**src/sv/msp_pkg.sv**
```systemverilog
`timescale 1ns / 1ps
// ----------------------------------------------------------------------------
// msp_pkg
// Shared types and constants of the sustain/pad note tracker.
// ----------------------------------------------------------------------------
package msp_pkg;

  localparam int NOTE_COUNT = 128;
  localparam int NOTE_AW    = (NOTE_COUNT > 1) ? $clog2(NOTE_COUNT) : 1;
  localparam int CNT_W      = $clog2(NOTE_COUNT + 1);

  localparam int MODE_W = 2;
  localparam int VEL_W  = 7;

  localparam logic [MODE_W-1:0] MODE_OFF  = 2'd0;
  localparam logic [MODE_W-1:0] MODE_ON   = 2'd1;
  localparam logic [MODE_W-1:0] MODE_SUST = 2'd2;

  localparam logic [3:0] TYPE_NOTE_OFF = 4'h8;
  localparam logic [3:0] TYPE_NOTE_ON  = 4'h9;
  localparam logic [3:0] TYPE_POLY_AT  = 4'hA;
  localparam logic [3:0] TYPE_CTRL     = 4'hB;
  localparam logic [3:0] TYPE_PROGRAM  = 4'hC;
  localparam logic [3:0] TYPE_CHAN_AT  = 4'hD;
  localparam logic [3:0] TYPE_PITCH    = 4'hE;

  localparam logic [6:0] CC_SUSTAIN    = 7'h40;
  localparam logic [6:0] PRESS_LEVEL   = 7'h40;
  localparam logic [6:0] VALUE_MAX     = 7'h7F;
  localparam logic [6:0] PAD_CTRL_RST  = 7'h42;
  localparam logic [3:0] PAD_OUT_RST   = 4'h1;

  localparam int CFG_IDX_W = 3;
  localparam int CFG_DAT_W = 7;
  localparam logic [CFG_IDX_W-1:0] CFG_PRIMARY_IN  = 3'd0;
  localparam logic [CFG_IDX_W-1:0] CFG_PAD_IN      = 3'd1;
  localparam logic [CFG_IDX_W-1:0] CFG_PAD_CTRL    = 3'd2;
  localparam logic [CFG_IDX_W-1:0] CFG_PRIMARY_OUT = 3'd3;
  localparam logic [CFG_IDX_W-1:0] CFG_PAD_OUT     = 3'd4;

  typedef struct packed {
    logic [3:0] primary_in_channel;
    logic [3:0] pad_in_channel;
    logic [6:0] pad_controller;
    logic [3:0] primary_out_channel;
    logic [3:0] pad_out_channel;
  } msp_cfg_t;

  typedef struct packed {
    logic       to_pad_port;
    logic [7:0] out_status;
    logic [6:0] out_data_one;
    logic [6:0] out_data_two;
  } msp_res_t;

  typedef enum logic [4:0] {
    S_CLEAR = 5'b00001,
    S_IDLE  = 5'b00010,
    S_EXEC  = 5'b00100,
    S_SCAN  = 5'b01000,
    S_EMIT  = 5'b10000
  } msp_state_t;

  typedef enum logic {
    SK_RELEASE = 1'b0,
    SK_PAD     = 1'b1
  } msp_scan_t;

endpackage

```
**src/sv/msp_ram.sv**
```systemverilog
`timescale 1ns / 1ps
// ----------------------------------------------------------------------------
// msp_ram
// Generic single-write, single-read synchronous RAM with registered read.
// ----------------------------------------------------------------------------
module msp_ram #(
  parameter int WIDTH = 8,
  parameter int DEPTH = 128,
  localparam int AW   = (DEPTH > 1) ? $clog2(DEPTH) : 1
) (
  input  logic             clk,
  input  logic             wr_en,
  input  logic [AW-1:0]    wr_addr,
  input  logic [WIDTH-1:0] wr_data,
  input  logic             rd_en,
  input  logic [AW-1:0]    rd_addr,
  output logic [WIDTH-1:0] rd_data
);

  logic [WIDTH-1:0] mem [DEPTH];

  always_ff @(posedge clk) begin
    if (wr_en) begin
      mem[wr_addr] <= wr_data;
    end
    if (rd_en) begin
      rd_data <= mem[rd_addr];
    end
  end

endmodule

```
**src/sv/msp_cfg_regs.sv**
```systemverilog
`timescale 1ns / 1ps
// ----------------------------------------------------------------------------
// msp_cfg_regs
// Configuration register file; writes beyond the register list are dropped.
// ----------------------------------------------------------------------------
module msp_cfg_regs
  import msp_pkg::*;
(
  input  logic                 clk,
  input  logic                 rst_n,
  input  logic                 cfg_valid,
  output logic                 cfg_ready,
  input  logic [CFG_IDX_W-1:0] cfg_index,
  input  logic [CFG_DAT_W-1:0] cfg_data,
  output msp_cfg_t             cfg
);

  msp_cfg_t cfg_r, cfg_nxt;

  assign cfg_ready = 1'b1;
  assign cfg       = cfg_r;

  always_comb begin
    cfg_nxt = cfg_r;
    if (cfg_valid) begin
      unique case (cfg_index)
        CFG_PRIMARY_IN:  cfg_nxt.primary_in_channel  = cfg_data[3:0];
        CFG_PAD_IN:      cfg_nxt.pad_in_channel      = cfg_data[3:0];
        CFG_PAD_CTRL:    cfg_nxt.pad_controller      = cfg_data;
        CFG_PRIMARY_OUT: cfg_nxt.primary_out_channel = cfg_data[3:0];
        CFG_PAD_OUT:     cfg_nxt.pad_out_channel     = cfg_data[3:0];
        default:         cfg_nxt = cfg_r;
      endcase
    end
  end

  always_ff @(posedge clk) begin
    if (!rst_n) begin
      cfg_r.primary_in_channel  <= 4'h0;
      cfg_r.pad_in_channel      <= 4'h0;
      cfg_r.pad_controller      <= PAD_CTRL_RST;
      cfg_r.primary_out_channel <= 4'h0;
      cfg_r.pad_out_channel     <= PAD_OUT_RST;
    end else begin
      cfg_r <= cfg_nxt;
    end
  end

endmodule

```
**src/sv/msp_out_reg.sv**
```systemverilog
`timescale 1ns / 1ps
// ----------------------------------------------------------------------------
// msp_out_reg
// Output holding register of the result channel.
// ----------------------------------------------------------------------------
module msp_out_reg
  import msp_pkg::*;
(
  input  logic        clk,
  input  logic        rst_n,
  input  logic        load,
  input  msp_res_t    res,
  output logic        slot_free,
  output logic        out_tvalid,
  input  logic        out_tready,
  output logic [23:0] out_tdata,
  output logic [0:0]  out_tuser
);

  logic     vld_r, vld_nxt;
  msp_res_t res_r;

  assign slot_free  = !vld_r || out_tready;
  assign out_tvalid = vld_r;
  assign out_tdata  = {2'b00, res_r.out_data_two, res_r.out_data_one, res_r.out_status};
  assign out_tuser  = res_r.to_pad_port;

  always_comb begin
    vld_nxt = vld_r;
    if (out_tready) begin
      vld_nxt = 1'b0;
    end
    if (load) begin
      vld_nxt = 1'b1;
    end
  end

  always_ff @(posedge clk) begin
    if (!rst_n) begin
      vld_r <= 1'b0;
    end else begin
      vld_r <= vld_nxt;
    end
  end

  always_ff @(posedge clk) begin
    if (load) begin
      res_r <= res;
    end
  end

endmodule

```
**src/sv/msp_engine.sv**
```systemverilog
`timescale 1ns / 1ps
// ----------------------------------------------------------------------------
// msp_engine
// Message decode, note table updates and table scans over the mode and
// velocity memories.
// ----------------------------------------------------------------------------
module msp_engine
  import msp_pkg::*;
(
  input  logic               clk,
  input  logic               rst_n,
  input  msp_cfg_t           cfg,
  input  logic               in_valid,
  output logic               in_ready,
  input  logic               in_from_primary_port,
  input  logic               in_from_pad_port,
  input  logic [7:0]         in_status_byte,
  input  logic [6:0]         in_data_one,
  input  logic [6:0]         in_data_two,
  // memory ports
  output logic               mode_we,
  output logic               vel_we,
  output logic [NOTE_AW-1:0] mem_waddr,
  output logic [MODE_W-1:0]  mode_wdata,
  output logic [VEL_W-1:0]   vel_wdata,
  output logic               mem_re,
  output logic [NOTE_AW-1:0] mem_raddr,
  input  logic [MODE_W-1:0]  mode_rdata,
  input  logic [VEL_W-1:0]   vel_rdata,
  // result path
  input  logic               slot_free,
  output logic               res_load,
  output msp_res_t           res
);

  msp_state_t state_r, state_nxt;
  msp_scan_t  kind_r, kind_nxt;

  logic [CNT_W-1:0]   cnt_r, cnt_nxt;
  logic               dv_r, dv_nxt;
  logic [NOTE_AW-1:0] da_r, da_nxt;
  logic               pedal_r, pedal_nxt;
  logic [6:0]         pad_note_r, pad_note_nxt;
  logic               res_vld_r, res_vld_nxt;
  msp_res_t           res_r, res_nxt;

  logic       it_prim_r, it_pad_r;
  logic [7:0] it_st_r;
  logic [6:0] it_d1_r, it_d2_r;

  logic       prim_hit, pad_hit, note_ok, issue, found;
  logic [7:0] p_note_off, p_note_on, p_ctrl, pd_note_on, pd_note_off;

  assign in_ready = (state_r == S_IDLE);
  assign res      = res_r;

  assign prim_hit = it_prim_r && (it_st_r[3:0] == cfg.primary_in_channel);
  assign pad_hit  = it_pad_r && (it_st_r == {TYPE_CTRL, cfg.pad_in_channel}) &&
                    (it_d1_r == cfg.pad_controller);
  assign note_ok  = 8'(it_d1_r) < 8'(NOTE_COUNT);

  assign p_note_off  = {TYPE_NOTE_OFF, cfg.primary_out_channel};
  assign p_note_on   = {TYPE_NOTE_ON, cfg.primary_out_channel};
  assign p_ctrl      = {TYPE_CTRL, cfg.primary_out_channel};
  assign pd_note_on  = {TYPE_NOTE_ON, cfg.pad_out_channel};
  assign pd_note_off = {TYPE_NOTE_OFF, cfg.pad_out_channel};

  assign issue = (cnt_r < CNT_W'(NOTE_COUNT)) && !found;
  assign found = dv_r && (kind_r == SK_PAD) && (mode_rdata != MODE_OFF);

  always_comb begin
    state_nxt    = state_r;
    kind_nxt     = kind_r;
    cnt_nxt      = cnt_r;
    dv_nxt       = 1'b0;
    da_nxt       = da_r;
    pedal_nxt    = pedal_r;
    pad_note_nxt = pad_note_r;
    res_vld_nxt  = res_vld_r;
    res_nxt      = res_r;
    mode_we      = 1'b0;
    vel_we       = 1'b0;
    mem_waddr    = it_d1_r[NOTE_AW-1:0];
    mode_wdata   = MODE_OFF;
    vel_wdata    = '0;
    mem_re       = 1'b0;
    mem_raddr    = cnt_r[NOTE_AW-1:0];
    res_load     = 1'b0;

    unique case (state_r)
      S_CLEAR: begin
        mode_we   = 1'b1;
        vel_we    = 1'b1;
        mem_waddr = cnt_r[NOTE_AW-1:0];
        if (cnt_r == CNT_W'(NOTE_COUNT - 1)) begin
          cnt_nxt   = '0;
          state_nxt = S_IDLE;
        end else begin
          cnt_nxt = cnt_r + 1'b1;
        end
      end

      S_IDLE: begin
        if (in_valid) begin
          state_nxt = S_EXEC;
        end
      end

      S_EXEC: begin
        res_vld_nxt = 1'b0;
        state_nxt   = S_EMIT;
        cnt_nxt     = '0;
        res_nxt     = '{1'b0, it_st_r, it_d1_r, it_d2_r};
        if (prim_hit) begin
          case (it_st_r[7:4])
            TYPE_NOTE_OFF, TYPE_NOTE_ON: begin
              res_vld_nxt = 1'b1;
              if (it_st_r[7:4] == TYPE_NOTE_ON && it_d2_r != 7'd0) begin
                mode_we    = note_ok;
                vel_we     = note_ok;
                mode_wdata = MODE_ON;
                vel_wdata  = it_d2_r;
                res_nxt    = '{1'b0, p_note_on, it_d1_r, it_d2_r};
              end else begin
                mode_we    = note_ok;
                vel_we     = note_ok && !pedal_r;
                mode_wdata = pedal_r ? MODE_SUST : MODE_OFF;
                res_nxt    = '{1'b0, p_note_off, it_d1_r, 7'd0};
              end
            end
            TYPE_CTRL: begin
              res_vld_nxt = 1'b1;
              if (it_d1_r == CC_SUSTAIN) begin
                if (it_d2_r >= PRESS_LEVEL) begin
                  pedal_nxt = 1'b1;
                  res_nxt   = '{1'b0, p_ctrl, CC_SUSTAIN, VALUE_MAX};
                end else begin
                  pedal_nxt = 1'b0;
                  res_nxt   = '{1'b0, p_ctrl, CC_SUSTAIN, 7'd0};
                  kind_nxt  = SK_RELEASE;
                  state_nxt = S_SCAN;
                end
              end
            end
            TYPE_POLY_AT, TYPE_PROGRAM, TYPE_CHAN_AT, TYPE_PITCH: begin
              res_vld_nxt = 1'b1;
            end
            default: begin
              res_vld_nxt = 1'b0;
            end
          endcase
        end else if (pad_hit) begin
          if (it_d2_r >= PRESS_LEVEL) begin
            kind_nxt  = SK_PAD;
            state_nxt = S_SCAN;
          end else begin
            res_vld_nxt = 1'b1;
            res_nxt     = '{1'b1, pd_note_off, pad_note_r, 7'd0};
          end
        end
      end

      S_SCAN: begin
        mem_re = issue;
        dv_nxt = issue;
        da_nxt = cnt_r[NOTE_AW-1:0];
        if (issue) begin
          cnt_nxt = cnt_r + 1'b1;
        end
        // sustained entries drop to off as they stream past
        if (dv_r && kind_r == SK_RELEASE && mode_rdata == MODE_SUST) begin
          mode_we   = 1'b1;
          vel_we    = 1'b1;
          mem_waddr = da_r;
        end
        if (found) begin
          res_vld_nxt  = 1'b1;
          res_nxt      = '{1'b1, pd_note_on, 7'(da_r), vel_rdata};
          pad_note_nxt = 7'(da_r);
          dv_nxt       = 1'b0;
          state_nxt    = S_EMIT;
        end else if (!dv_r && cnt_r == CNT_W'(NOTE_COUNT)) begin
          state_nxt = S_EMIT;
        end
      end

      S_EMIT: begin
        if (!res_vld_r) begin
          state_nxt = S_IDLE;
        end else if (slot_free) begin
          res_load  = 1'b1;
          state_nxt = S_IDLE;
        end
      end

      default: begin
        state_nxt = S_IDLE;
      end
    endcase
  end

  always_ff @(posedge clk) begin
    if (!rst_n) begin
      state_r    <= S_CLEAR;
      kind_r     <= SK_RELEASE;
      cnt_r      <= '0;
      dv_r       <= 1'b0;
      pedal_r    <= 1'b0;
      pad_note_r <= 7'd0;
      res_vld_r  <= 1'b0;
    end else begin
      state_r    <= state_nxt;
      kind_r     <= kind_nxt;
      cnt_r      <= cnt_nxt;
      dv_r       <= dv_nxt;
      pedal_r    <= pedal_nxt;
      pad_note_r <= pad_note_nxt;
      res_vld_r  <= res_vld_nxt;
    end
  end

  always_ff @(posedge clk) begin
    da_r  <= da_nxt;
    res_r <= res_nxt;
    if (in_valid && in_ready) begin
      it_prim_r <= in_from_primary_port;
      it_pad_r  <= in_from_pad_port;
      it_st_r   <= in_status_byte;
      it_d1_r   <= in_data_one;
      it_d2_r   <= in_data_two;
    end
  end

endmodule

```
**src/sv/midi_sustain_pad_note_tracker.sv**
```systemverilog
`timescale 1ns / 1ps
// ----------------------------------------------------------------------------
// midi_sustain_pad_note_tracker
// Sustain pedal and pad note tracker for three-byte MIDI channel messages.
// ----------------------------------------------------------------------------
// Input items arrive on the in_ stream: tdata holds status, data one and
// data two; tuser holds the source port flags. Each item gives zero or one
// result on the out_ stream: tdata holds status, data one and data two of
// the emitted message, tuser selects the pad output.
// Configuration is written through cfg_valid/cfg_index/cfg_data; the user
// must write it only while idle, which the block itself does not enforce.
// Note mode and velocity live in two one-read/one-write memories.
// An item is taken in S_IDLE and decoded in S_EXEC in the cycle after; in
// S_EMIT the result is loaded into the output register once the slot is free.
// A sustain release or pad press walks the note memory one entry per cycle.
// After reset a clearing pass zeroes every entry of the memories;
// in_tready stays low during it while configuration writes are taken.
// A stalled receiver holds the result in the output register; the block
// takes and decodes the next item meanwhile and waits only when it has a
// second result to deliver.
// ----------------------------------------------------------------------------
module midi_sustain_pad_note_tracker
  import msp_pkg::*;
(
  input  logic                 clk,
  input  logic                 rst_n,
  input  logic                 in_tvalid,
  output logic                 in_tready,
  input  logic [23:0]          in_tdata,   // status_byte, data_one, data_two
  input  logic [1:0]           in_tuser,   // from_primary_port, from_pad_port
  output logic                 out_tvalid,
  input  logic                 out_tready,
  output logic [23:0]          out_tdata,  // out_status, out_data_one, out_data_two
  output logic [0:0]           out_tuser,  // to_pad_port
  input  logic                 cfg_valid,
  output logic                 cfg_ready,
  input  logic [CFG_IDX_W-1:0] cfg_index,
  input  logic [CFG_DAT_W-1:0] cfg_data
);

  msp_cfg_t           cfg;
  msp_res_t           res;
  logic               res_load, slot_free;
  logic               mode_we, vel_we, mem_re;
  logic [NOTE_AW-1:0] mem_waddr, mem_raddr;
  logic [MODE_W-1:0]  mode_wdata, mode_rdata;
  logic [VEL_W-1:0]   vel_wdata, vel_rdata;

  msp_cfg_regs u_cfg (
    .clk       (clk),
    .rst_n     (rst_n),
    .cfg_valid (cfg_valid),
    .cfg_ready (cfg_ready),
    .cfg_index (cfg_index),
    .cfg_data  (cfg_data),
    .cfg       (cfg)
  );

  msp_ram #(.WIDTH(MODE_W), .DEPTH(NOTE_COUNT)) u_mode_ram (
    .clk     (clk),
    .wr_en   (mode_we),
    .wr_addr (mem_waddr),
    .wr_data (mode_wdata),
    .rd_en   (mem_re),
    .rd_addr (mem_raddr),
    .rd_data (mode_rdata)
  );

  msp_ram #(.WIDTH(VEL_W), .DEPTH(NOTE_COUNT)) u_vel_ram (
    .clk     (clk),
    .wr_en   (vel_we),
    .wr_addr (mem_waddr),
    .wr_data (vel_wdata),
    .rd_en   (mem_re),
    .rd_addr (mem_raddr),
    .rd_data (vel_rdata)
  );

  msp_engine u_engine (
    .clk                  (clk),
    .rst_n                (rst_n),
    .cfg                  (cfg),
    .in_valid             (in_tvalid),
    .in_ready             (in_tready),
    .in_from_primary_port (in_tuser[0]),
    .in_from_pad_port     (in_tuser[1]),
    .in_status_byte       (in_tdata[7:0]),
    .in_data_one          (in_tdata[14:8]),
    .in_data_two          (in_tdata[21:15]),
    .mode_we              (mode_we),
    .vel_we               (vel_we),
    .mem_waddr            (mem_waddr),
    .mode_wdata           (mode_wdata),
    .vel_wdata            (vel_wdata),
    .mem_re               (mem_re),
    .mem_raddr            (mem_raddr),
    .mode_rdata           (mode_rdata),
    .vel_rdata            (vel_rdata),
    .slot_free            (slot_free),
    .res_load             (res_load),
    .res                  (res)
  );

  msp_out_reg u_out (
    .clk        (clk),
    .rst_n      (rst_n),
    .load       (res_load),
    .res        (res),
    .slot_free  (slot_free),
    .out_tvalid (out_tvalid),
    .out_tready (out_tready),
    .out_tdata  (out_tdata),
    .out_tuser  (out_tuser)
  );

endmodule

```
**config.mk**
```make
export PLATFORM = sky130hd
export DESIGN_NAME = midi_sustain_pad_note_tracker
export DESIGN_NICKNAME = d
export VERILOG_FILES = /design/src/sv/msp_pkg.sv /design/src/sv/msp_ram.sv /design/src/sv/msp_cfg_regs.sv /design/src/sv/msp_out_reg.sv /design/src/sv/msp_engine.sv /design/src/sv/midi_sustain_pad_note_tracker.sv
export SDC_FILE = /design/constraint.sdc
export NUM_CORES = 1
export LEC_CHECK = 0
export BUFFER_PORTS_ARGS = -buffer_cell sky130_fd_sc_hd__buf_2
export CORE_UTILIZATION = 40
export CTS_CLUSTER_DIAMETER = 80
export DETAILED_ROUTE_END_ITERATION = 10
export HOLD_SLACK_MARGIN = 0.03
export PLACE_DENSITY = 0.51
export SYNTH_ARGS = -nofsm -noshare
export SYNTH_HDL_FRONTEND = slang
export SYNTH_SLANG_ARGS = --single-unit
```
**constraint.sdc**
```tcl
create_clock -name clk -period 17.45 [get_ports clk]
set_input_delay 0.8725 -clock clk [delete_from_list [all_inputs] [get_ports clk]]
set_output_delay 0.8725 -clock clk [all_outputs]
set_load 0.03 [all_outputs]
```
## After elaboration in Yosys (flattened, before gate mapping)

Memories as Yosys holds them, arrays and structs flattened. A register that Yosys moved wholly into a read port is not among the register bits.
Index checks and enable logic that the tools add are counted.

- Output and inout port bits: 28
- Input bits: 41
- ROM bits: 0
- Bits in latches: 0
- RAM bits: 1152
- Register bits: 125
- Memories: 2
- Logic and storage cells: 172

Memory list:

| name | depth | bits a word | read ports | clocked after memory_dff | wr ports | RTL line | text |
|---|---|---|---|---|---|---|---|
| u_vel_ram.mem | 128 | 7 | 1 | 1 | 1 | msp_ram.sv:20 | `logic [WIDTH-1:0] mem [DEPTH];` |
| u_mode_ram.mem | 128 | 2 | 1 | 1 | 1 | msp_ram.sv:20 |  |

- Shift operators: 0
- Bitwise logic cells: 3
- Add/subtract/negate cells: 1
- Magnitude comparators: 2
- Div/mod/pow operators: 0
- Reductions and logical operators: 38
- Mux-type cells: 67
- Multipliers: 0
- Equal/unequal tests: 32

Operators with widths:

| cell | number |
|---|---|
| 23-bit 2-to-1 mux | 4 |
| 23-bit case mux with 2 select lines | 2 |
| 5-bit 2-to-1 mux | 12 |
| 7-bit 2-to-1 mux | 6 |
| 4-bit == test (second input constant) | 7 |
| 1-bit 2-to-1 mux | 28 |
| 5-bit case mux with 5 select lines | 1 |
| 8-bit case mux with 3 select lines | 1 |
| 22-bit 2-to-1 mux | 1 |
| 19-bit 2-to-1 mux | 1 |
| 8-bit 2-to-1 mux | 2 |
| 2-bit AND reduction | 8 |
| 7-bit case mux with 2 select lines | 1 |
| 1-bit logical AND | 11 |
| 2-bit 2-to-1 mux | 5 |
| 2-bit nonzero test | 5 |
| 8-bit by 1-bit adder with 8-bit output (second input constant) | 1 |
| 8-bit by 7-bit == test with 1-bit output (second input constant) | 1 |
| 8-bit == test | 1 |
| 8-bit == test (second input constant) | 1 |
| 8-bit less-than comparator (second input constant) | 1 |
| 2-bit != test (second input constant) | 4 |
| 4-bit AND reduction | 2 |
| 7-bit == test | 1 |
| other kinds (27) | 36 |

## Longest topological paths before layout

Gate-level depths: netlist of run 1.

- Depth in word-level cells: 8
- Depth in mapped cells: 12
- Gate-level depth less buffers: 8

## Modules after synthesis

A second synthesis of run 1 with hierarchy kept.

- Cells, all modules: 2541
- Area total of the unflattened synthesis: 50991.4 um^2

Modules (own cells, without submodules):

| module | seq. area each (um^2) | area an instance (um^2) | times used | cells each |
|---|---|---|---|---|
| msp_ram at u_vel_ram | 27116.0 | 34877.2 | 1 | 1453 |
| msp_ram at u_mode_ram | 7747.4 | 10632.7 | 1 | 611 |
| msp_engine | 2102.0 | 3786.1 | 1 | 356 |
| msp_cfg_regs | 460.4 | 937.1 | 1 | 91 |
| msp_out_reg | 710.7 | 758.2 | 1 | 30 |

## Worst setup path before layout of run 1

OpenSTA, ideal clock, no wires.

- Path kind: register to register
- Start: register u_engine.it_st_r[5]
- End: memory u_vel_ram.mem[0][3] (netlist bit) (data pin)
- Arrival: 8.202 ns
- Data required time: 16.916 ns
- Stages on the path, launching flop included: 5
- Slack: 8.714 ns
- Setup time: 0.534 ns
- Path buffers: 0
- Period minus slack after synthesis: 8.736 ns
- Cells stage by stage: edfxtp_1 or3b_1 a211o_1 nor3_1 and2_1

- Cells in the longest elaborated chain, start to end: 6
- Elaborated cells between the ends (all ways): 8
- Those cells by class: eq/ne (2); mux (4); reduce/logical (2)

RTL lines:

| item | RTL line | text |
|---|---|---|
| start, declared | msp_engine.sv:48 | `logic [7:0] it_st_r;` |
| start signal, assigned | msp_engine.sv:228 | `it_st_r <= in_status_byte;` |
| 4-bit == test | msp_engine.sv:115, msp_engine.sv:118 |  |
| 1-bit logical AND | msp_engine.sv:118 | `if (it_st_r[7:4] == TYPE_NOTE_ON && it_d2_r != 7'd0) begin` |
| 7-bit 2-to-1 mux | msp_engine.sv:118 |  |
| 7-bit 2-to-1 mux * | msp_engine.sv:115 | `case (it_st_r[7:4])` |
| 7-bit 2-to-1 mux * | msp_engine.sv:114 | `if (prim_hit) begin` |
| 7-bit 2-to-1 mux * | msp_engine.sv:90 | `unique case (state_r)` |
| net u_engine.vel_wdata[3] | msp_engine.sv:25 | `output logic [VEL_W-1:0] vel_wdata,` |
| end, declared | msp_ram.sv:20 |  |

Mark *: on every way through the listed nets, which the timed path passes. The rest lies on a longest branch.

## Worst setup path in the final report of run 1

- Start: register u_engine.cnt_r[1]
- End: register u_vel_ram.rd_data[4], read port of u_vel_ram.mem (data pin)

- Cells in the longest elaborated chain, start to end: 3

RTL lines:

| item | RTL line | text |
|---|---|---|
| start, declared | msp_engine.sv:39 | `logic [CNT_W-1:0] cnt_r, cnt_nxt;` |
| start signal, assigned | msp_engine.sv:214 | `cnt_r <= cnt_nxt;` |
| 8-bit less-than comparator | msp_engine.sv:68 | `assign issue = (cnt_r < CNT_W'(NOTE_COUNT)) && !found;` |
| 1-bit logical AND | msp_engine.sv:68 |  |
| 1-bit 2-to-1 mux | msp_engine.sv:90 |  |
| end, declared | msp_ram.sv:17 | `output logic [WIDTH-1:0] rd_data` |

Several ways; a longest one is shown, not always the timed one.
A chain may end at the register's enable or synchronous reset.

==> results of run 1 <==
==> area by class of cell <==
class	count	area [um^2]	area share
clock buffers	176	3775	0.06546
clock inverters	68	575.6	0.009981
flip-flops and latches	1286	38150	0.6616
repair buffers	107	658.1	0.01141
inverters	16	60.06	0.001041
well taps	1650	2064	0.03580
diodes	2	5.005	0.00008679
multi-input cells	1254	12370	0.2146
==> worst max-delay path by stage <==
stage	slack [ns]	cells after the start	from	end
after CTS	12.50	9	u_engine.cnt_r[1]	u_vel_ram.rd_data[4]
after global routing	12.37	9	u_engine.cnt_r[1]	u_vel_ram.rd_data[4]
after detailed placement	12.55	9	u_engine.cnt_r[1]	u_vel_ram.rd_data[4]
after floorplan	8.71	4	u_engine.it_st_r[5]	u_vel_ram.mem[0][3]
after global placement	12.54	7	u_engine.cnt_r[1]	u_vel_ram.rd_data[4]
final	12.60	7	u_engine.cnt_r[1]	u_vel_ram.rd_data[4]
==> power breakdown <==
part	total (mW)	switching [mW]	internal (mW)	leakage (nW)
logic	0.272	0.166	0.106	3.91
clock network	2.83	1.17	1.66	2.13
registers	3.36	0.0126	3.34	10.9
==> worst reg2reg max path, delay by kind of cell, from the launching register on <==
| family | cells | cell delay, ns |
|---|---|---|
| AOI/OAI and AO/OA | 2 | 0.95 |
| DFF | 1 | 0.80 |
| buffers and inverters | 3 | 2.23 |
| and+or+nand+nor | 1 | 0.07 |
| muxes | 1 | 0.50 |
==> cells by family (layout without fill, tap and decap cells) <==
| kind of cell | count (synthesis) | after routing |
|---|---|---|
| DFF | 1286 | 1286 |
| and+or+nand+nor | 636 | 636 |
| muxes | 414 | 414 |
| AOI/OAI and AO/OA | 178 | 178 |
| buffers and inverters | 172 | 367 |
| xor gates and xnor gates | 21 | 21 |
| adders and majority gates | 2 | 2 |
| other | 2 | 5 |
==> Yosys cell counts (8+ instances only) <==
library cell / number
nor2_1: 302
o211ai_1: 11
buf_2: 58
edfxtp_1: 1238
dfxtp_1: 48
and2_1: 22
nand3_1: 43
nor3_1: 20
nor4_1: 12
xnor2_1: 15
clkbuf_1: 56
o21ai_0: 19
a21oi_1: 28
a22oi_1: 20
mux4_2: 294
buf_1: 14
a31oi_1: 18
nand2_1: 132
nand4_1: 14
a211oi_1: 9
o31ai_1: 8
mux2_2: 12
o22ai_1: 8
inv_1: 16
mux2i_1: 108
nor2b_1: 48
buf_4: 21
==> sequential cells by signal, summed over array words and instances, names as in the netlist, 8 cells and up <==
name and flops:
u_mode_ram.mem 256, u_engine.res 23, u_cfg.cfg 23, u_vel_ram.mem 896, u_out.out_tdata 22, u_engine.cnt_r 8
u_engine.it_st_r 8
==> stage by stage <==
step | utilization | hold slack (ns)
2_1_floorplan | - | 0.4003
3_3_place_gp | 0.4218 | 0.4045
3_5_place_dp | 0.4218 | 0.4054
4_1_cts | 0.4562 | 0.2284
5_1_grt | 0.4562 | 0.2645
6_report | 0.4563 | 0.2897
==> layer usage <==
layer / track usage / routed length (um) / vias to the layer above
met5: 0 / 13 / -
met4: 0.06377 / 3372 / 2
met3: 0.04016 / 7973 / 187
met2: 0.3313 / 63830 / 870
met1: 0.2737 / 55310 / 13719
li1: - / - / 11123
==> results.toml, run 1 <==
[sta]
max_slew_margin = 0.1838
fin_crit_ns = 4.848
fmaxAchievable_mhz = 206.3
tightest_slew_ns = 1.224
fin_crit_sh = 0.2778
rsz0062_at_grt = "no"
report.final.setup_viol = 0
setup_tns_ns = 0
slew_viol_final = 0
setup_ws_ns = 12.60
hold_viol = 0
fin_skew_ns = 0.02091

[floorplan]
core_area_um2 = 126400
die_area_um2 = 129600
initial_core_util = 0.4057
io_pins = 69
fp.dieW_um = 360.0
row_count = 130
die_h_um = 360.0

[yosys]
synthCells = 2711
synth_fa_ha_area_frac = 0.0004881
synth_xor_area_frac = 0.003587
synth-simple-area-share = 0.05676
ys_async_sr_fraction = 0
syn-cell-area_um2 = 51270
ys_ff_latch = 1286
synth_compound_area_frac = 0.02587
synth_top_family_by_area = "multiplexers"
yosysTopAreaCell = "edfxtp_1"
ys.flop_type = "edfxtp_1"
synth_mux_area_frac = 0.1529
avgSynthCellArea_um2 = 18.91
synth_edf_count = 1238
synth_top_area_share = 0.7251
netlist_top_cells_area = "edfxtp_1 73%, mux4_2 13%, nor2_1 2.2%, mux2i_1 2.1%, dfxtp_1 1.9%"
ys_warn_count = 0
seq_area_frac_synth = 0.7438
ys_types = 81

[run_status]
outcome = "completed"

[flow_run]
drv_cap = 0

[detailed_routing]
firstDrtPassIters = 5
drt_iter0_drc = 2206
via_per_inst = 5.681
drc = 0
routedWlPerCell_um = 28.62
wirelength_um = 130500
num_vias = 25901
postRouteAntennaNets = 0

[cts]
holdBufCountCts = 0
numCtsBuffers = 138
htreeDepth = 4
cts-root-buf = "clkbuf_16"
clk_path_buf_depth = 3
cts_resized = 0
clkTransAtPathRegs_ns = 0.06
cts_tree = "built"
cts_sinks = 1286
post_cts_buffers = 0
insertion_delay_ns = 0.77

[global_route]
grt_antenna_before_repair = 2
grt_pass1_wl_um = 188600
overflow = 0
grt_pass1_vias = 26896
grt_use_total = 0.2028
grt_max_degree = 104

[place]
place_ws_ns = 12.55
hpwl_um = 79660
gp_congestion = 0.7927
port_buffers = 63
post-place-cells = 4313
postPlaceCellArea_um2 = 53310

[final_layout]
syn_to_final_growth_pct = 12.47
layout_commonest_cell = "edfxtp_1"
drive_gt1_frac = 0.2195
num-fill-cells = 10648
layout.cells.non_filler = 4559
layout.nets = 2846
design_area_um2 = 57670
final_cell_mix = "1238 x edfxtp_1, 301 x nor2_1, 294 x mux4_2"

[setup_path]
crit_buf_inv = 3
worstPathRequired_ns = 17.91
crit_family = "buffers and inverters"
slowest_delay_ns = 0.80
reg2reg_setup_slack_ns = 12.60
r2r-start = "u_engine.cnt_r[1]"
worst_setup_path_end_kind = "register"
worstPathCellList = "buf_4 > buf_4 > buf_4 > mux4_2 > a2111oi_0 > o31a_1 > nor3_1"
cp_max_fo = 47
worst_setup_path_start_kind = "register"
path_class = "reg2reg"
path_common_cell = "buf_4"
worstPathArrival_ns = 5.31
ff2ff_path_depth = 7
critPathSlowestCell = "dfxtp_4"
timing.rr.end = "u_vel_ram.rd_data[4]"

[pwr]
power.leakage_nw = 16.92
p_per_area_nw_per_um2 = 112.0
power.total_mw = 6.458
ir_drop_uv = 83.74

[min_path]
hp-class = "in2reg"
whs_path_depth = 1
hp-start = "in_tdata[3]"
min_to = "u_engine.it_st_r[3]"
(Power assumes the default switching activity.)
==> run 2: changes to the inputs <==
PLACE_DENSITY = 0.53   (was 0.51)
clock period = 4.06 ns   (was 17.45 ns; I/O delays follow)
==> run 2 against run 1 <==
Effect of this change:
- cell count up 5.3%
- largest power group unchanged
- fmax grew 29%
- critical path type unchanged
- sequential share of layout area down 2.5 points
- flip-flop and latch count stayed put
- sequential power rose to 4.3 times the previous value
- clock power rose to 4.4 times the previous value
- global-route usage increased by 0.37 points
==> results.toml, run 2 (synthesis gave the netlist of run 1 again) <==
[cts]
cts_sinks = 1286
insertion_delay_ns = 0.77
numCtsBuffers = 140
htreeDepth = 4
cts_tree = "built"
cts-root-buf = "clkbuf_16"
clkTransAtPathRegs_ns = 0.06
clk_path_buf_depth = 3

[detailed_routing]
drc = 0
via_per_inst = 5.640
drt_iter0_drc = 2446
routedWlPerCell_um = 27.89
num_vias = 27072
wirelength_um = 133900
firstDrtPassIters = 5
postRouteAntennaNets = 0

[place]
port_buffers = 63
postPlaceCellArea_um2 = 54920
gp_congestion = 0.8322
hpwl_um = 83130

[floorplan]
io_pins = 69
initial_core_util = 0.4057
fp.dieW_um = 360.0
die_h_um = 360.0
die_area_um2 = 129600
core_area_um2 = 126400
row_count = 130

[sta]
report.final.setup_viol = 0
fin_skew_ns = 0.03147
whs_ns = 0.1530
fin_crit_sh = 0.9250
fin_crit_ns = 3.756
rsz0062_at_grt = "no"
fmaxAchievable_mhz = 266.3
hold_viol = 0
max_slew_margin = 0.1775
slew_viol_final = 0
tightest_slew_ns = 1.234

[setup_path]
slowest_delay_ns = 0.72
critPathSlowestCell = "or4_1"
cp_max_fo = 21
crit_family = "buffers and inverters"
worstPathCellList = "buf_4 > nand2_1 > or4_1 > nand2_1 > a41oi_1 > dlygate4sd3_1 > nor2_1 > dlygate4sd3_1"
worst_setup_path_end_kind = "register"
worstPathRequired_ns = 4.77
worst_setup_path_start_kind = "register"
path_class = "reg2reg"
crit_buf_inv = 3
worstPathArrival_ns = 4.46
reg2reg_setup_slack_ns = 0.30

[final_layout]
largest_reg_flops = 896
num-fill-cells = 10462
layout.nets = 3087
syn_to_final_growth_pct = 16.86
antenna_cells = 0
regArea_um2 = 38150
layout_commonest_cell = "edfxtp_1"
top_register = "u_vel_ram.mem"
final_cell_mix = "1238 x edfxtp_1, 302 x nor2_1, 294 x mux4_2"
multi_input_area_um2 = 12340
design_area_um2 = 59920
drive_gt1_frac = 0.2610
top_regs = "u_vel_ram.mem (896), u_mode_ram.mem (256)"

[pwr]
p_seq_frac = 0.512
swShare = 0.2102
p_per_area_nw_per_um2 = 469.6
power.total_mw = 28.14
p_int_mw = 22.22
pwr-share-clk = 0.442
pwr-share-comb = 0.047
power.leakage_nw = 18.32
ir_drop_uv = 342.3
p_sw_mw = 5.914

[min_path]
hp-class = "in2reg"

[global_route]
grt_pass1_wl_um = 193100
overflow = 0
grt_pass1_vias = 27914
grt_max_degree = 129
grt_antenna_before_repair = 0
grt_use_total = 0.2065

[run_status]
outcome = "completed"

[flow_run]
drv_cap = 0
-- run 2: power groups by stage --
stage               Sequential (mW)  Combinational (mW)  Clock, mW
global placement               14.7                1.26          0
finish                         14.4                1.31       12.4
CTS                            14.4                1.31       12.7
detailed placement             14.7                1.27          0
global route                   14.4                1.38       13.2
floorplan                      14.7               0.790          0
-- run 2: path summary, 6_finish.rpt --
kind	startpoint	cells past startpoint	end
hold reg to reg	u_engine.res[6]	0	u_out.out_tdata[21]
hold / removal	in_tuser[1]	2	u_engine.it_pad_r
setup / recovery	u_engine.cnt_r[5]	8	u_engine.state_r[2]
setup reg to reg	u_engine.cnt_r[5]	8	u_engine.state_r[2]
-- run 2: per-layer routing --
layer | GRT usage | vias up | part of all wire
li1 | - | 11581 | -
met1 | 0.2786 | 14433 | 0.42
met2 | 0.3402 | 874 | 0.49
met3 | 0.03679 | 184 | 0.059
met4 | 0.06553 | 0 | 0.025
met5 | 0 | - | 0
-- run 2: timing repair --
action | in CTS | in global routing
hold buffers | 51 | 0
buffers inserted | 0 | 3
gates resized for setup | 0 | 0
hold endpoints to repair | 54 | 0
endpoints found under the setup margin | 0 | 1
-- run 2: stage by stage --
| step | worst slack [ns] | utilization | cells | setup TNS (ns) |
|---|---|---|---|---|
| floorplan | -0.3832 | - | 2712 | -343.30 |
| global route | 0.1979 | 0.4741 | 4800 | 0 |
| global placement | 0.6309 | 0.4345 | 4498 | 0 |
| detailed placement | 0.5342 | 0.4345 | 4498 | 0 |
| CTS | 0.07230 | 0.4738 | 4797 | 0 |
| finish | 0.3045 | 0.4741 | 4800 | 0 |
-- run 2: final cells by class --
class	instances	share of cell area
timing repair buffer	346	0.04745
multi-input combinational	1254	0.2060
clock inverter	65	0.009919
inverter	16	0.001002
tap	1650	0.03446
clock buffer	183	0.06436
sequential	1286	0.6368
-- run 2: worst register-to-register path: stages, from the launching register on --
cell and delay, ns:
dfxtp_1 0.45, buf_4 0.43, nand2_1 0.53, or4_1 0.72, nand2_1 0.21, a41oi_1 0.13
dlygate4sd3_1 0.59, nor2_1 0.09, dlygate4sd3_1 0.55
